===== config.mk =====
export PLATFORM = sky130hd
export DESIGN_NAME = fifo_queue_with_search
export DESIGN_NICKNAME = d
export VERILOG_FILES = /design/src/rtl/fqs_pkg.sv /design/src/rtl/fqs_ram.sv /design/src/rtl/fqs_ctrl.sv /design/src/rtl/fifo_queue_with_search.sv
export SDC_FILE = /design/constraint.sdc
export NUM_CORES = 1
export LEC_CHECK = 0
export BUFFER_PORTS_ARGS = -buffer_cell sky130_fd_sc_hd__buf_2
export CORE_MARGIN = 2
export CORE_UTILIZATION = 50
export DETAILED_ROUTE_END_ITERATION = 7
export GPL_ROUTABILITY_DRIVEN = 0
export PLACE_DENSITY = 0.67
export SLEW_MARGIN = 20
export SYNTH_ARGS = -nofsm -noshare
export SYNTH_HDL_FRONTEND = slang
export SYNTH_SLANG_ARGS = --single-unit

===== constraint.sdc =====
create_clock -name i_clk -period 4.75 [get_ports i_clk]
set_input_delay 0.475 -clock i_clk [delete_from_list [all_inputs] [get_ports i_clk]]
set_output_delay 0.475 -clock i_clk [all_outputs]
set_load 0.01 [all_outputs]

===== src/rtl/fqs_pkg.sv =====
// Package for the FIFO queue with search: depth, widths, operation and
// status codes, result record and pointer helpers.
// No dependencies.
package fqs_pkg;

    // Queue geometry
    localparam int DEPTH  = 16;
    localparam int PTR_W  = $clog2(DEPTH);
    localparam int CNT_W  = $clog2(DEPTH + 1);

    // Fixed field widths
    localparam int DATA_W = 32;
    localparam int FUNC_W = 2;
    localparam int IDX_W  = 5;
    localparam int OCC_W  = 5;
    localparam int STAT_W = 2;

    // Operation codes
    typedef enum logic [FUNC_W-1:0] {
        FN_PUSH   = 2'd0,
        FN_POP    = 2'd1,
        FN_SEARCH = 2'd2,
        FN_NOP    = 2'd3
    } t_func;

    // Status codes
    typedef enum logic [STAT_W-1:0] {
        ST_OK        = 2'd0,
        ST_EMPTY     = 2'd1,
        ST_FULL      = 2'd2,
        ST_NOT_FOUND = 2'd3
    } t_status;

    // One finished transaction
    typedef struct packed {
        logic [DATA_W-1:0] result_value;
        logic [IDX_W-1:0]  match_index;
        t_status           status;
        logic              is_empty;
        logic [DATA_W-1:0] front_value;
        logic [OCC_W-1:0]  occupancy;
    } t_result;

    // Advance a pointer by one slot, wrapping at the queue depth
    function automatic logic [PTR_W-1:0] next_slot(input logic [PTR_W-1:0] p);
        logic [PTR_W-1:0] q;
        q = (p == PTR_W'(DEPTH - 1)) ? '0 : p + PTR_W'(1);
        return q;
    endfunction

endpackage


===== src/rtl/fqs_ram.sv =====
// Generic single-write, single-read synchronous RAM with registered read data.
// No dependencies.
module fqs_ram #(
    parameter int WIDTH = 32,
    parameter int WORDS = 16,
    parameter int AW    = 4
) (
    input  logic             i_clk,
    input  logic             i_wr_en,
    input  logic [AW-1:0]    i_wr_addr,
    input  logic [WIDTH-1:0] i_wr_data,
    input  logic [AW-1:0]    i_rd_addr,
    output logic [WIDTH-1:0] o_rd_data
);

    logic [WIDTH-1:0] r_mem [WORDS];
    logic [WIDTH-1:0] r_rd_data;

    // Write port
    always_ff @(posedge i_clk) begin
        if (i_wr_en) begin
            r_mem[i_wr_addr] <= i_wr_data;
        end
    end

    // Read port with registered read data
    always_ff @(posedge i_clk) begin
        r_rd_data <= r_mem[i_rd_addr];
    end

    assign o_rd_data = r_rd_data;

endmodule


===== src/rtl/fqs_ctrl.sv =====
// Queue sequencer: head/tail/count, cached front word, pop refill and
// one-entry-per-cycle search over the entry RAM.
// Depends on fqs_pkg.
module fqs_ctrl import fqs_pkg::*; (
    input  logic              i_clk,
    input  logic              i_rst_n,
    input  logic              i_start,
    input  logic [FUNC_W-1:0] i_func,
    input  logic [DATA_W-1:0] i_value,
    output logic              o_busy,
    output logic              o_wr_en,
    output logic [PTR_W-1:0]  o_wr_addr,
    output logic [DATA_W-1:0] o_wr_data,
    output logic [PTR_W-1:0]  o_rd_addr,
    input  logic [DATA_W-1:0] i_rd_data,
    output logic              o_res_valid,
    output t_result           o_res
);

    typedef enum logic [2:0] {
        S_IDLE   = 3'b001,
        S_POP    = 3'b010,
        S_SEARCH = 3'b100
    } t_state;

    t_state            r_state, n_state;
    logic [PTR_W-1:0]  r_head, n_head;
    logic [PTR_W-1:0]  r_tail, n_tail;
    logic [CNT_W-1:0]  r_count, n_count;
    logic [DATA_W-1:0] r_front, n_front;
    logic [DATA_W-1:0] r_key, n_key;
    logic [DATA_W-1:0] r_pop_val, n_pop_val;
    logic [PTR_W-1:0]  r_ptr, n_ptr;
    logic [PTR_W-1:0]  r_idx, n_idx;
    logic              w_accept;
    logic [DATA_W-1:0] w_front_out;
    logic [CNT_W:0]    w_sum;

    assign w_accept    = i_start && (r_state == S_IDLE);
    assign o_busy      = (r_state != S_IDLE);
    assign w_front_out = (r_count == '0) ? '1 : r_front;

    // Next state, pointers and the result of the finishing cycle
    always_comb begin
        n_state     = r_state;
        n_head      = r_head;
        n_tail      = r_tail;
        n_count     = r_count;
        n_front     = r_front;
        n_key       = r_key;
        n_pop_val   = r_pop_val;
        n_ptr       = r_ptr;
        n_idx       = r_idx;
        o_wr_en     = 1'b0;
        o_wr_addr   = r_tail;
        o_wr_data   = i_value;
        o_rd_addr   = next_slot(r_ptr);
        o_res_valid = 1'b0;
        o_res.result_value = '0;
        o_res.match_index  = '0;
        o_res.status       = ST_OK;
        o_res.is_empty     = (r_count == '0);
        o_res.front_value  = w_front_out;
        o_res.occupancy    = OCC_W'(r_count);

        case (r_state)
            S_IDLE: begin
                if (w_accept) begin
                    case (t_func'(i_func))
                        FN_PUSH: begin
                            o_res_valid = 1'b1;
                            if (r_count == CNT_W'(DEPTH)) begin
                                o_res.status = ST_FULL;
                            end else begin
                                // Append at tail; an empty queue takes it as front
                                o_wr_en = 1'b1;
                                n_tail  = next_slot(r_tail);
                                n_count = r_count + CNT_W'(1);
                                if (r_count == '0) begin
                                    n_front = i_value;
                                end
                                o_res.is_empty    = 1'b0;
                                o_res.front_value = (r_count == '0) ? i_value : r_front;
                                o_res.occupancy   = OCC_W'(r_count + CNT_W'(1));
                            end
                        end
                        FN_POP: begin
                            if (r_count == '0) begin
                                o_res_valid        = 1'b1;
                                o_res.result_value = '1;
                                o_res.status       = ST_EMPTY;
                            end else begin
                                n_head  = next_slot(r_head);
                                n_count = r_count - CNT_W'(1);
                                if (r_count == CNT_W'(1)) begin
                                    // Last entry leaves: no refill needed
                                    o_res_valid        = 1'b1;
                                    o_res.result_value = r_front;
                                    o_res.is_empty     = 1'b1;
                                    o_res.front_value  = '1;
                                    o_res.occupancy    = '0;
                                end else begin
                                    // Fetch the new front word
                                    o_rd_addr = next_slot(r_head);
                                    n_pop_val = r_front;
                                    n_state   = S_POP;
                                end
                            end
                        end
                        FN_SEARCH: begin
                            if (r_count == '0) begin
                                o_res_valid       = 1'b1;
                                o_res.match_index = '1;
                                o_res.status      = ST_NOT_FOUND;
                            end else begin
                                // Start the scan at the front entry
                                o_rd_addr = r_head;
                                n_ptr     = r_head;
                                n_idx     = '0;
                                n_key     = i_value;
                                n_state   = S_SEARCH;
                            end
                        end
                        default: begin
                            o_res_valid = 1'b1;
                        end
                    endcase
                end
            end
            S_POP: begin
                n_front            = i_rd_data;
                o_res_valid        = 1'b1;
                o_res.result_value = r_pop_val;
                o_res.front_value  = i_rd_data;
                n_state            = S_IDLE;
            end
            S_SEARCH: begin
                if (i_rd_data == r_key) begin
                    o_res_valid       = 1'b1;
                    o_res.match_index = IDX_W'(r_idx);
                    n_state           = S_IDLE;
                end else if (CNT_W'(r_idx) + CNT_W'(1) == r_count) begin
                    o_res_valid       = 1'b1;
                    o_res.match_index = '1;
                    o_res.status      = ST_NOT_FOUND;
                    n_state           = S_IDLE;
                end else begin
                    // Advance to the next entry; its read is issued now
                    n_ptr = next_slot(r_ptr);
                    n_idx = r_idx + PTR_W'(1);
                end
            end
            default: begin
                n_state = S_IDLE;
            end
        endcase
    end

    // Control state
    always_ff @(posedge i_clk) begin
        if (!i_rst_n) begin
            r_state <= S_IDLE;
            r_head  <= '0;
            r_tail  <= '0;
            r_count <= '0;
        end else begin
            r_state <= n_state;
            r_head  <= n_head;
            r_tail  <= n_tail;
            r_count <= n_count;
        end
    end

    // Payload and scan registers
    always_ff @(posedge i_clk) begin
        r_front   <= n_front;
        r_key     <= n_key;
        r_pop_val <= n_pop_val;
        r_ptr     <= n_ptr;
        r_idx     <= n_idx;
    end

    assign w_sum = (CNT_W+1)'(r_head) + (CNT_W+1)'(r_count);

    // Tail always sits count slots past head
    a_ptr_consistent: assert property (@(posedge i_clk) disable iff (!i_rst_n)
        r_tail == PTR_W'((w_sum >= (CNT_W+1)'(DEPTH)) ? w_sum - (CNT_W+1)'(DEPTH) : w_sum))
        else $error("tail does not match head plus count");

    // Occupancy stays within the store
    a_count_range: assert property (@(posedge i_clk) disable iff (!i_rst_n)
        r_count <= CNT_W'(DEPTH))
        else $error("entry count beyond depth");

    // A scan never runs past the last held entry
    a_scan_bound: assert property (@(posedge i_clk) disable iff (!i_rst_n)
        (r_state == S_SEARCH) |-> (CNT_W'(r_idx) < r_count))
        else $error("search index past occupancy");

    // A result is only produced while working or on an accepted transaction
    a_res_cause: assert property (@(posedge i_clk) disable iff (!i_rst_n)
        o_res_valid |-> (w_accept || (r_state != S_IDLE)))
        else $error("result without a transaction");

    // A successful push grows the queue by one
    a_push_count: assert property (@(posedge i_clk) disable iff (!i_rst_n)
        (w_accept && (t_func'(i_func) == FN_PUSH) && (r_count != CNT_W'(DEPTH)))
        |=> (r_count == $past(r_count) + CNT_W'(1)))
        else $error("push did not advance count");

endmodule


===== src/rtl/fifo_queue_with_search.sv =====
// FIFO queue with search, top level: sequencer, entry RAM and result register.
// Depends on fqs_pkg, fqs_ram and fqs_ctrl.
//
// A transaction is taken when start is high and busy is low; its result
// appears on the o_ ports, marked by o_valid, for one cycle only and cannot
// be stalled. Push and the unused code finish in the accepting cycle, as
// does any pop that empties the queue or finds it empty; another pop also
// waits in S_POP for the new front word to come back through the RAM's
// registered read port. A search scans one entry per cycle from the front,
// in S_SEARCH, until a match or until every held entry has been compared.
// The result is registered: o_valid rises in the cycle after the last
// working cycle; busy is already low then, so the next transaction can be
// taken while that result is shown.
module fifo_queue_with_search import fqs_pkg::*; (
    input  logic              i_clk,
    input  logic              i_rst_n,
    input  logic              start,
    output logic              busy,
    input  logic [FUNC_W-1:0] i_func,
    input  logic [DATA_W-1:0] i_value,
    output logic              o_valid,
    output logic [DATA_W-1:0] o_result_value,
    output logic [IDX_W-1:0]  o_match_index,
    output logic [STAT_W-1:0] o_status,
    output logic              o_is_empty,
    output logic [DATA_W-1:0] o_front_value,
    output logic [OCC_W-1:0]  o_occupancy
);

    logic              w_wr_en;
    logic [PTR_W-1:0]  w_wr_addr;
    logic [DATA_W-1:0] w_wr_data;
    logic [PTR_W-1:0]  w_rd_addr;
    logic [DATA_W-1:0] w_rd_data;
    logic              w_res_valid;
    t_result           w_res;
    logic              r_valid;
    t_result           r_res;

    fqs_ctrl u_ctrl (
        .i_clk       (i_clk),
        .i_rst_n     (i_rst_n),
        .i_start     (start),
        .i_func      (i_func),
        .i_value     (i_value),
        .o_busy      (busy),
        .o_wr_en     (w_wr_en),
        .o_wr_addr   (w_wr_addr),
        .o_wr_data   (w_wr_data),
        .o_rd_addr   (w_rd_addr),
        .i_rd_data   (w_rd_data),
        .o_res_valid (w_res_valid),
        .o_res       (w_res)
    );

    fqs_ram #(
        .WIDTH (DATA_W),
        .WORDS (DEPTH),
        .AW    (PTR_W)
    ) u_ram (
        .i_clk     (i_clk),
        .i_wr_en   (w_wr_en),
        .i_wr_addr (w_wr_addr),
        .i_wr_data (w_wr_data),
        .i_rd_addr (w_rd_addr),
        .o_rd_data (w_rd_data)
    );

    // Hold the result strobe for one cycle
    always_ff @(posedge i_clk) begin
        if (!i_rst_n) begin
            r_valid <= 1'b0;
        end else begin
            r_valid <= w_res_valid;
        end
    end

    // Capture the result payload
    always_ff @(posedge i_clk) begin
        if (w_res_valid) begin
            r_res <= w_res;
        end
    end

    assign o_valid        = r_valid;
    assign o_result_value = r_res.result_value;
    assign o_match_index  = r_res.match_index;
    assign o_status       = r_res.status;
    assign o_is_empty     = r_res.is_empty;
    assign o_front_value  = r_res.front_value;
    assign o_occupancy    = r_res.occupancy;

endmodule

After elaboration in Yosys (flattened, before gate mapping)
Memories as Yosys holds them, arrays and structs flattened. A register that Yosys moved wholly into a read port is not among the register bits.
Index checks and enable logic that the tools add are counted.
{"block": "classes", "n_addsub": 7, "n_eq_ne": 27, "n_mux": 73, "bitwise_logic": 3, "reduce_logical": 14}
{"op": "$mux W32", "n": 8}
{"op": "$pmux W32 S2", "n": 3}
{"op": "$mux W38", "n": 3}
{"op": "$mux W77", "n": 1}
{"op": "$pmux W38 S2", "n": 1}
{"op": "$mux W4", "n": 18}
{"op": "$eq A32 B32 Y1", "n": 1}
{"op": "$mux W5", "n": 5}
{"op": "$pmux W4 S2", "n": 3}
{"op": "$mux W3", "n": 6}
{"op": "$add A4 B1 Y4 const B", "n": 4}
{"op": "$ne A2 B2 Y1 const B", "n": 8}
{"op": "$reduce_and A4 Y1", "n": 4}
{"op": "$mux W1", "n": 14}
{"op": "$mux W7", "n": 2}
{"op": "$pmux W7 S2", "n": 1}
{"op": "$eq A4 B4 Y1 const B", "n": 3}
{"op": "$ne A3 B3 Y1 const B", "n": 4}
{"op": "$pmux W3 S2", "n": 2}
{"op": "$reduce_and A6 Y1", "n": 2}
{"op": "$pmux W5 S2", "n": 1}
{"op": "$reduce_and A5 Y1", "n": 2}
{"op": "$ne A3 B1 Y1 const B", "n": 2}
{"op": "$pmux W2 S3", "n": 1}
{"op": "other kinds (20)", "n": 25}
{"block": "totals", "reg_bits": 198, "ramBits": 512, "inputBits": 37, "output_inout_bits": 79, "word_cells": 141, "memories": 1}
{"name": "u_ram.r_mem", "words": 16, "width": 32, "read_ports": 1, "rd_clocked_by_memory_dff": 1, "wr": 1, "line": "fqs_ram.sv:16", "text": "logic [WIDTH-1:0] r_mem [WORDS];"}

Depth between registers and ports, before layout
Gate-level depths: netlist of the first run.
{"block": "depth", "ltp_word": 7, "mapped_depth": 14, "depth_no_buf": 9}

Cells and area by module
A second synthesis of the first run with hierarchy kept.
{"block": "hier_totals", "cells_unflattened": 1647, "area_unflattened_um2": 29301.9}
{"mod": "fqs_ram", "instances": 1, "cells_each": 838, "area_per_inst_um2": 19835.3, "seq_area_each_um2": 16015.4}
{"mod": "fqs_ctrl", "instances": 1, "cells_each": 730, "area_per_inst_um2": 7128.1, "seq_area_each_um2": 3443.3}
{"mod": "fifo_queue_with_search", "instances": 1, "cells_each": 79, "area_per_inst_um2": 2338.5, "seq_area_each_um2": 2332.2}

Least setup slack after synthesis of the first run
OpenSTA, ideal clock, no wires.
{"block": "synth_path", "kind": "register to register", "from": "reg u_ctrl.r_count[1]", "to": "mem u_ram.r_mem[3][0] (enable)", "arrival_time_ns": 3.875, "required_time_ns": 4.289, "setup_slack_ns": 0.414, "path_stages_with_launch": 8, "n_path_buf": 1, "period_less_slack_ns": 4.336, "path_cell_list": "dfxtp_1 > clkbuf_1 > inv_1 > ha_1 > and3b_1 > nor2_1 > nand2_1 > nor3_1"}
{"block": "synth_via", "elab_chain_cells": 7}
{"element": "start: declaration", "line": "fqs_ctrl.sv:29", "text": "logic [CNT_W-1:0] r_count, n_count;"}
{"element": "start signal: assignment", "line": "fqs_ctrl.sv:170", "text": "r_count <= n_count;"}
{"element": "$eq A5 B5 Y1", "line": "fqs_ctrl.sv:72", "text": "if (r_count == CNT_W'(DEPTH)) begin"}
{"element": "$mux W1", "line": "fqs_ctrl.sv:72"}
{"element": "$mux W1", "line": "fqs_ctrl.sv:69", "text": "case (t_func'(i_func))"}
{"element": "$mux W1", "line": "fqs_ctrl.sv:68", "text": "if (w_accept) begin"}
{"element": "$mux W1", "line": "fqs_ctrl.sv:66", "text": "case (r_state)"}
{"element": "$mux W1", "line": "fqs_ram.sv:21", "text": "if (i_wr_en) begin"}
{"element": "$mux W1 (not written as such)", "line": "fqs_ram.sv:22", "text": "r_mem[i_wr_addr] <= i_wr_data;"}
{"element": "end: declaration", "line": "fqs_ram.sv:16"}
No other way between the ends.

Worst setup path after layout of the first run
{"block": "layout_path", "from": "reg u_ctrl.r_count[0]", "to": "reg u_ram.r_rd_data[21] (netlist: u_ram.o_rd_data[21]), read port of u_ram.r_mem"}
{"block": "layout_via", "elab_chain_cells": 6, "elab_cells_between_ends": 8, "cone_classes": "eq/ne (1); mux (6); reduce/logical (1)"}
{"element": "$eq A5 B1 Y1", "line": "fqs_ctrl.sv:95", "text": "if (r_count == CNT_W'(1)) begin"}
{"element": "$mux W4", "line": "fqs_ctrl.sv:95"}
{"element": "$mux W4", "line": "fqs_ctrl.sv:88", "text": "if (r_count == '0) begin"}
{"element": "$pmux W4 S2 (*)", "line": "fqs_ctrl.sv:69"}
{"element": "$mux W4 (*)", "line": "fqs_ctrl.sv:68"}
{"element": "$mux W4 (*)", "line": "fqs_ctrl.sv:66"}
{"element": "end: declaration", "line": "fqs_ram.sv:17", "text": "logic [WIDTH-1:0] r_rd_data;"}
Mark *: on every way between the ends. The rest lies on a longest branch, timed or not.
A chain may end at the register's enable or synchronous reset.

==> results of run 1 <==
==> layout make-up <==
class,count,area (sq um),share of cell area [%]
clock inverters,37,348,1.01
multi-input cells,1265,8040,23.4
inverters,12,45.0,0.131
flip-flops and latches,742,21800,63.5
clock buffers,98,2040,5.93
repair buffers,173,1100,3.20
well taps,782,978,2.85
==> per-stage QoR <==
| step | std cells | hold slack [ns] |
|---|---|---|
| after detailed placement | 2974 | 0.466 |
| after global routing | 3109 | 0.252 |
| after global placement | 2974 | 0.458 |
| after CTS | 3109 | 0.219 |
| final | 3109 | 0.241 |
| after floorplan | 2188 | 0.450 |
==> where the power goes <==
group,switching [W],internal (W),leakage [nW]
sequential,0.000465,0.00785,6.66
combinational,0.00234,0.00127,3.69
clock,0.00242,0.00335,1.17
==> logic make-up (layout without fill, tap and decap cells) <==
| kind of cell | count (synthesis) | after routing |
|---|---|---|
| AO/OA/AOI/OAI | 516 | 516 |
| multiplexers | 102 | 102 |
| XOR/XNOR | 44 | 44 |
| flip-flops | 742 | 742 |
| AND/OR/NAND/NOR | 588 | 588 |
| buffers and inverters | 181 | 320 |
| adder cells (fa/ha/maj) | 15 | 15 |
==> cell usage after synthesis, types with 14 or more instances <==
cell type / n / area (sq um)
mux2i_1: 100 / 1000
nor2b_1: 36 / 225
nand3_1: 169 / 846
edfxtp_1: 693 / 20800
ha_1: 15 / 188
o21ai_0: 177 / 886
a221oi_1: 64 / 561
a211o_1: 34 / 298
and3_1: 37 / 231
xnor2_1: 42 / 368
buf_2: 30 / 150
a31oi_1: 36 / 225
clkbuf_1: 122 / 458
nor2_1: 94 / 353
o311ai_0: 32 / 280
a32o_1: 32 / 320
dfxtp_1: 49 / 981
and2_1: 14 / 87.6
a21oi_1: 107 / 536
or3_1: 33 / 206
nand2_1: 167 / 627
==> flip-flops by register name, indices dropped and copies added (netlist names), 32 cells and up <==
register	count
u_ctrl.r_key	32
u_ctrl.r_front	32
u_ram.o_rd_data	32
u_ctrl.r_pop_val	32
o_front_value	32
o_result_value	32
u_ram.r_mem	512
==> placed cells by master (no fill, tap or decap), types with 36 or more instances in the layout <==
| master | n |
|---|---|
| buf_2 | 115 |
| dfxtp_1 | 49 |
| and3_1 | 37 |
| a21oi_1 | 104 |
| clkbuf_16 | 77 |
| o21ai_0 | 177 |
| nor2_1 | 78 |
| xnor2_1 | 42 |
| nand2_1 | 165 |
| edfxtp_1 | 693 |
| nand3_1 | 169 |
| nor2b_1 | 36 |
| mux2i_1 | 100 |
| a31oi_1 | 36 |
| buf_4 | 51 |
| a221oi_1 | 64 |
==> worst max-delay path by stage <==
| stage | startpoint | to | cells after the start |
|---|---|---|---|
| floorplan | u_ctrl.r_count[1] | u_ram.r_mem[3][0] | 7 |
| global placement | i_func[0] | u_ram.o_rd_data[26] | 11 |
| detailed placement | i_func[0] | u_ram.o_rd_data[21] | 11 |
| CTS | u_ctrl.r_count[0] | u_ram.o_rd_data[21] | 10 |
| global route | u_ctrl.r_count[0] | u_ram.o_rd_data[21] | 10 |
| finish | u_ctrl.r_count[0] | u_ram.o_rd_data[21] | 10 |
==> worst max-delay path, stage by stage (launching register included) <==
cell,delay (ns)
dfxtp_1,0.41
inv_1,0.16
ha_1,0.25
or4b_2,0.72
o22a_1,0.32
nand2_1,0.17
a21o_4,0.57
buf_4,0.48
nand3_1,0.15
a32o_1,0.27
or3_1,0.30
==> layer usage <==
| metal | vias to the layer above | global-route usage (%) | share of wire, % |
|---|---|---|---|
| met5 | - | 0 | 0 |
| met4 | 0 | 8.02 | 2.3 |
| met3 | 119 | 4.61 | 9.0 |
| met2 | 953 | 37.8 | 47 |
| met1 | 9714 | 34.2 | 42 |
| li1 | 8632 | - | - |
==> results.py, run 1 <==
metrics = {
    "outcome": {
        "outcome": "finished, final reports clean",
    },
    "clock_network": {
        "numCtsBuffers": 74,
        "cts_tree": "built",
        "clock_sinks": 742,
        "cts.clk_slew.worst_paths_ns": 0.06,
        "clock_path_buffers": 3,
        "clock_latency_ns": 0.62,
        "htreeDepth": 3,
        "holdBufCountCts": 0,
        "cts_setup_buffers": 0,
        "cts_resized": 0,
        "root_buffer": "clkbuf_16",
    },
    "min_path": {
        "whs_endpoint": "u_ctrl.r_count[1]",
        "hold-path-cell-count": 2,
        "min_from": "i_rst_n",
        "min_path_type": "in2reg",
    },
    "timing": {
        "maxSlewViolCount": 0,
        "max_freq_mhz": 250,
        "hold_viol": 0,
        "slew_headroom_pct": 27.2,
        "rsz0062_at_grt": "no",
        "finalSetupViolations": 0,
        "skew_ns": 0.0244,
        "finalCriticalPeriod_ns": 4.01,
        "setup_ws_ns": 0.744,
        "finalCritPeriodShare_pct": 84.3,
        "tns_ns": 0,
        "worst_pin_slew_ns": 1.09,
    },
    "logic_synthesis": {
        "synth_edf_count": 693,
        "synth_seq_cells": 742,
        "synth_xor_area_share_pct": 1.27,
        "synthSimpleGateAreaFrac_pct": 9.33,
        "syn_inst": 2188,
        "yosysSeqAreaShare_pct": 71.7,
        "synth_compound_area_share_pct": 11.1,
        "synth_top_family_by_area": "compound AO/OA/AOI/OAI gates",
        "synth_nets": 2240,
        "postSynth.asyncResetShare_pct": 0,
        "synth_adder_area_share_pct": 0.618,
        "synth.area.mux_share_pct": 3.37,
        "synthesis.area_sq_um": 30400,
        "yosysUniqueCellTypes": 59,
        "synthFlopType": "edfxtp_1",
        "yosysWarningCount": 0,
        "avgSynthCellArea_sq_um": 13.9,
    },
    "global_route": {
        "grt_overflow": 0,
        "antenna_found_initial": 1,
        "grt_pass1_wl_mm": 115,
        "first_global_vias": 18600,
        "grt_max_degree": 129,
        "grt_usage_pct": 24.2,
    },
    "floorplanning": {
        "die_h_um": 250,
        "num_rows": 90,
        "die_x_um": 250,
        "ioPinCount": 116,
        "initial_core_util_pct": 50.4,
        "core_sq_um": 60200,
        "die_area_sq_um": 62700,
    },
    "final_layout": {
        "postLayoutCoreUtil_pct": 57.0,
        "num_antenna_cells": 0,
        "syn_to_final_growth_pct": 13.1,
        "fin_nets": 2320,
        "postLayoutCellArea_sq_um": 34300,
        "n_fill_cell": 4652,
        "drive_gt1_share_pct": 13.8,
    },
    "drt": {
        "vias": 19400,
        "avgViaCountPerCell": 6.25,
        "drtIter0Drc": 2247,
        "wl_mm": 76.7,
        "drc": 0,
        "drt_first_pass_iters": 5,
        "wl_per_cell_um": 24.7,
        "postRouteAntennaNets": 0,
    },
    "worst_setup_path": {
        "cp-start-kind": "register",
        "worstReg2RegEnd": "u_ram.o_rd_data[21]",
        "end_kind": "register",
        "r2r_start": "u_ctrl.r_count[0]",
        "r2r_slack_ns": 0.74,
        "worstPathMaxFanout": 57,
        "crit_required_ns": 5.23,
        "path_class": "reg2reg",
        "worst_r2r_path_depth": 10,
        "cp.arrival_ns": 4.49,
    },
    "pwr": {
        "vdd_drop_max_mv": 0.265,
        "fin_total_pwr_w": 0.0177,
        "cellPowerDensity_nw_per_um2": 515,
        "p_leak_nw": 11.5,
    },
    "placement": {
        "place_area_sq_um": 32000,
        "portBuffers": 115,
        "pre_cts_ws_ns": 0.713,
        "hpwl_mm": 43.3,
    },
    "flow_run": {
        "maxCapViolations": 0,
    },
}
Note: power is estimated with default switching activity, not from simulation.
==> inputs of run 2 (changes only) <==
Settings changed: PLACE_DENSITY 0.67 to 0.69.
Clock period 4.75 ns to 3.2 ns, I/O delays scaled along.
==> run 2 against run 1 <==
Via count rose by 2.2%. Combinational power rose by 61%. Power rose by 54%. Design area rose by 2.8%. Global-route usage rose by 0.29 points. Non-clock buffer count rose by 61. Fmax rose by 31%. Critical path type unchanged. Largest cell class unchanged. Largest power group unchanged.
==> results.py, run 2 (synthesis gave the netlist of run 1 again) <==
metrics = {
    "flow_run": {
        "maxCapViolations": 0,
    },
    "clock_network": {
        "holdBufCountCts": 0,
        "root_buffer": "clkbuf_16",
        "cts_setup_buffers": 0,
        "clock_latency_ns": 0.63,
        "htreeDepth": 3,
        "cts_tree": "built",
        "clock_path_buffers": 3,
        "numCtsBuffers": 75,
        "clock_sinks": 742,
        "cts.clk_slew.worst_paths_ns": 0.06,
        "cts_resized": 0,
    },
    "worst_setup_path": {
        "crit_path_frequent_cell": "or3_1",
        "cp_slowest_cell": "or3_1",
        "crit_required_ns": 3.68,
        "worstPathMaxFanout": 52,
        "path_class": "reg2reg",
        "path_cells": "buf_4, or3_1, o21ai_0, o32ai_1, a21o_4, buf_12, a211o_1, a32o_1, or3_1",
        "cp-start-kind": "register",
        "crit_path_max_incr_delay_ns": 0.52,
        "cp.arrival_ns": 3.54,
        "end_kind": "register",
    },
    "final_layout": {
        "fin_nets": 2382,
        "largest_reg_flops": 512,
        "n_fill_cell": 4489,
        "postLayoutCellArea_sq_um": 35300,
        "layout_common_cells": "edfxtp_1, o21ai_0, nand3_1",
        "top_register": "u_ram.r_mem",
        "syn_to_final_growth_pct": 16.2,
        "layout_commonest_cell": "edfxtp_1",
        "drive_gt1_share_pct": 16.2,
    },
    "drt": {
        "drtIter0Drc": 2164,
        "avgViaCountPerCell": 6.25,
        "wl_per_cell_um": 24.4,
        "wl_mm": 77.4,
        "drc": 0,
        "drt_first_pass_iters": 6,
        "vias": 19800,
        "postRouteAntennaNets": 0,
    },
    "floorplanning": {
        "die_h_um": 250,
        "core_sq_um": 60200,
        "die_x_um": 250,
        "ioPinCount": 116,
        "initial_core_util_pct": 50.4,
        "die_area_sq_um": 62700,
        "num_rows": 90,
    },
    "pwr": {
        "cellPowerDensity_nw_per_um2": 771,
        "p_leak_nw": 12.0,
        "fin_total_pwr_w": 0.0272,
        "vdd_drop_max_mv": 0.397,
    },
    "placement": {
        "portBuffers": 115,
        "pre_cts_ws_ns": 0.0541,
        "hpwl_mm": 47.0,
        "place_area_sq_um": 32700,
    },
    "min_path": {
        "min_path_type": "in2reg",
    },
    "timing": {
        "max_freq_mhz": 327,
        "hold_viol": 0,
        "skew_ns": 0.0368,
        "finalSetupViolations": 0,
        "worst_pin_slew_ns": 0.925,
        "finalCritPeriodShare_pct": 95.4,
        "setup_ws_ns": 0.146,
        "slew_headroom_pct": 38.2,
        "tns_ns": 0,
        "finalCriticalPeriod_ns": 3.05,
        "rsz0062_at_grt": "no",
        "maxSlewViolCount": 0,
    },
    "global_route": {
        "antenna_found_initial": 2,
        "grt_usage_pct": 24.4,
        "first_global_vias": 19300,
        "grt_overflow": 0,
        "grt_max_degree": 69,
        "grt_pass1_wl_mm": 117,
    },
    "outcome": {
        "outcome": "finished, final reports clean",
    },
}
## run 2: path summary, 6_finish.rpt
path,endpoint,start,depth (start not counted),slack [ns]
max,u_ram.o_rd_data[16],u_ctrl.r_count[2],9,0.15
min,u_ram.r_mem[3][17],i_value[17],1,0.11
max reg2reg,u_ram.o_rd_data[16],u_ctrl.r_count[2],9,0.15
min reg2reg,u_ctrl.r_pop_val[29],u_ctrl.r_front[29],0,0.48
## run 2: per-stage QoR
step,std cells,util [%],hold WS [ns]
floorplan,2188,-,0.419
global placement,3035,54.3,0.457
detailed placement,3035,54.3,0.464
CTS,3172,58.5,0.0844
global route,3172,58.6,0.121
finish,3174,58.6,0.108
## run 2: layer usage
metal | wire length, um | track usage [%]
met1 | 31600 | 34.1
met2 | 36500 | 38.9
met3 | 6880 | 4.01
met4 | 2430 | 9.22
met5 | 19 | 0
## run 2: layout make-up
type / count / area [sq um] / share of cell area (%)
Clock buffer: 98 / 2070 / 5.86
Antenna cell: 2 / 5.00 / 0.0142
Sequential cell: 742 / 21800 / 61.8
Timing Repair Buffer: 234 / 1830 / 5.19
Multi-Input combinational cell: 1265 / 8080 / 22.9
Tap cell: 782 / 978 / 2.77
Clock inverter: 39 / 488 / 1.38
Inverter: 12 / 45.0 / 0.128
## run 2: critical path: cells and delay by family (launching register included)
kind / cells / cell delay [ns]
DFF: 1 / 0.31
and+or+nand+nor: 2 / 0.85
AOI/OAI and AO/OA: 5 / 1.32
buffers and inverters: 2 / 0.38
## run 2: power by group
part	internal (W)	switching (W)
combinational	0.00227	0.00357
sequential	0.0116	0.000678
clock	0.00539	0.00365
total	0.0193	0.00790
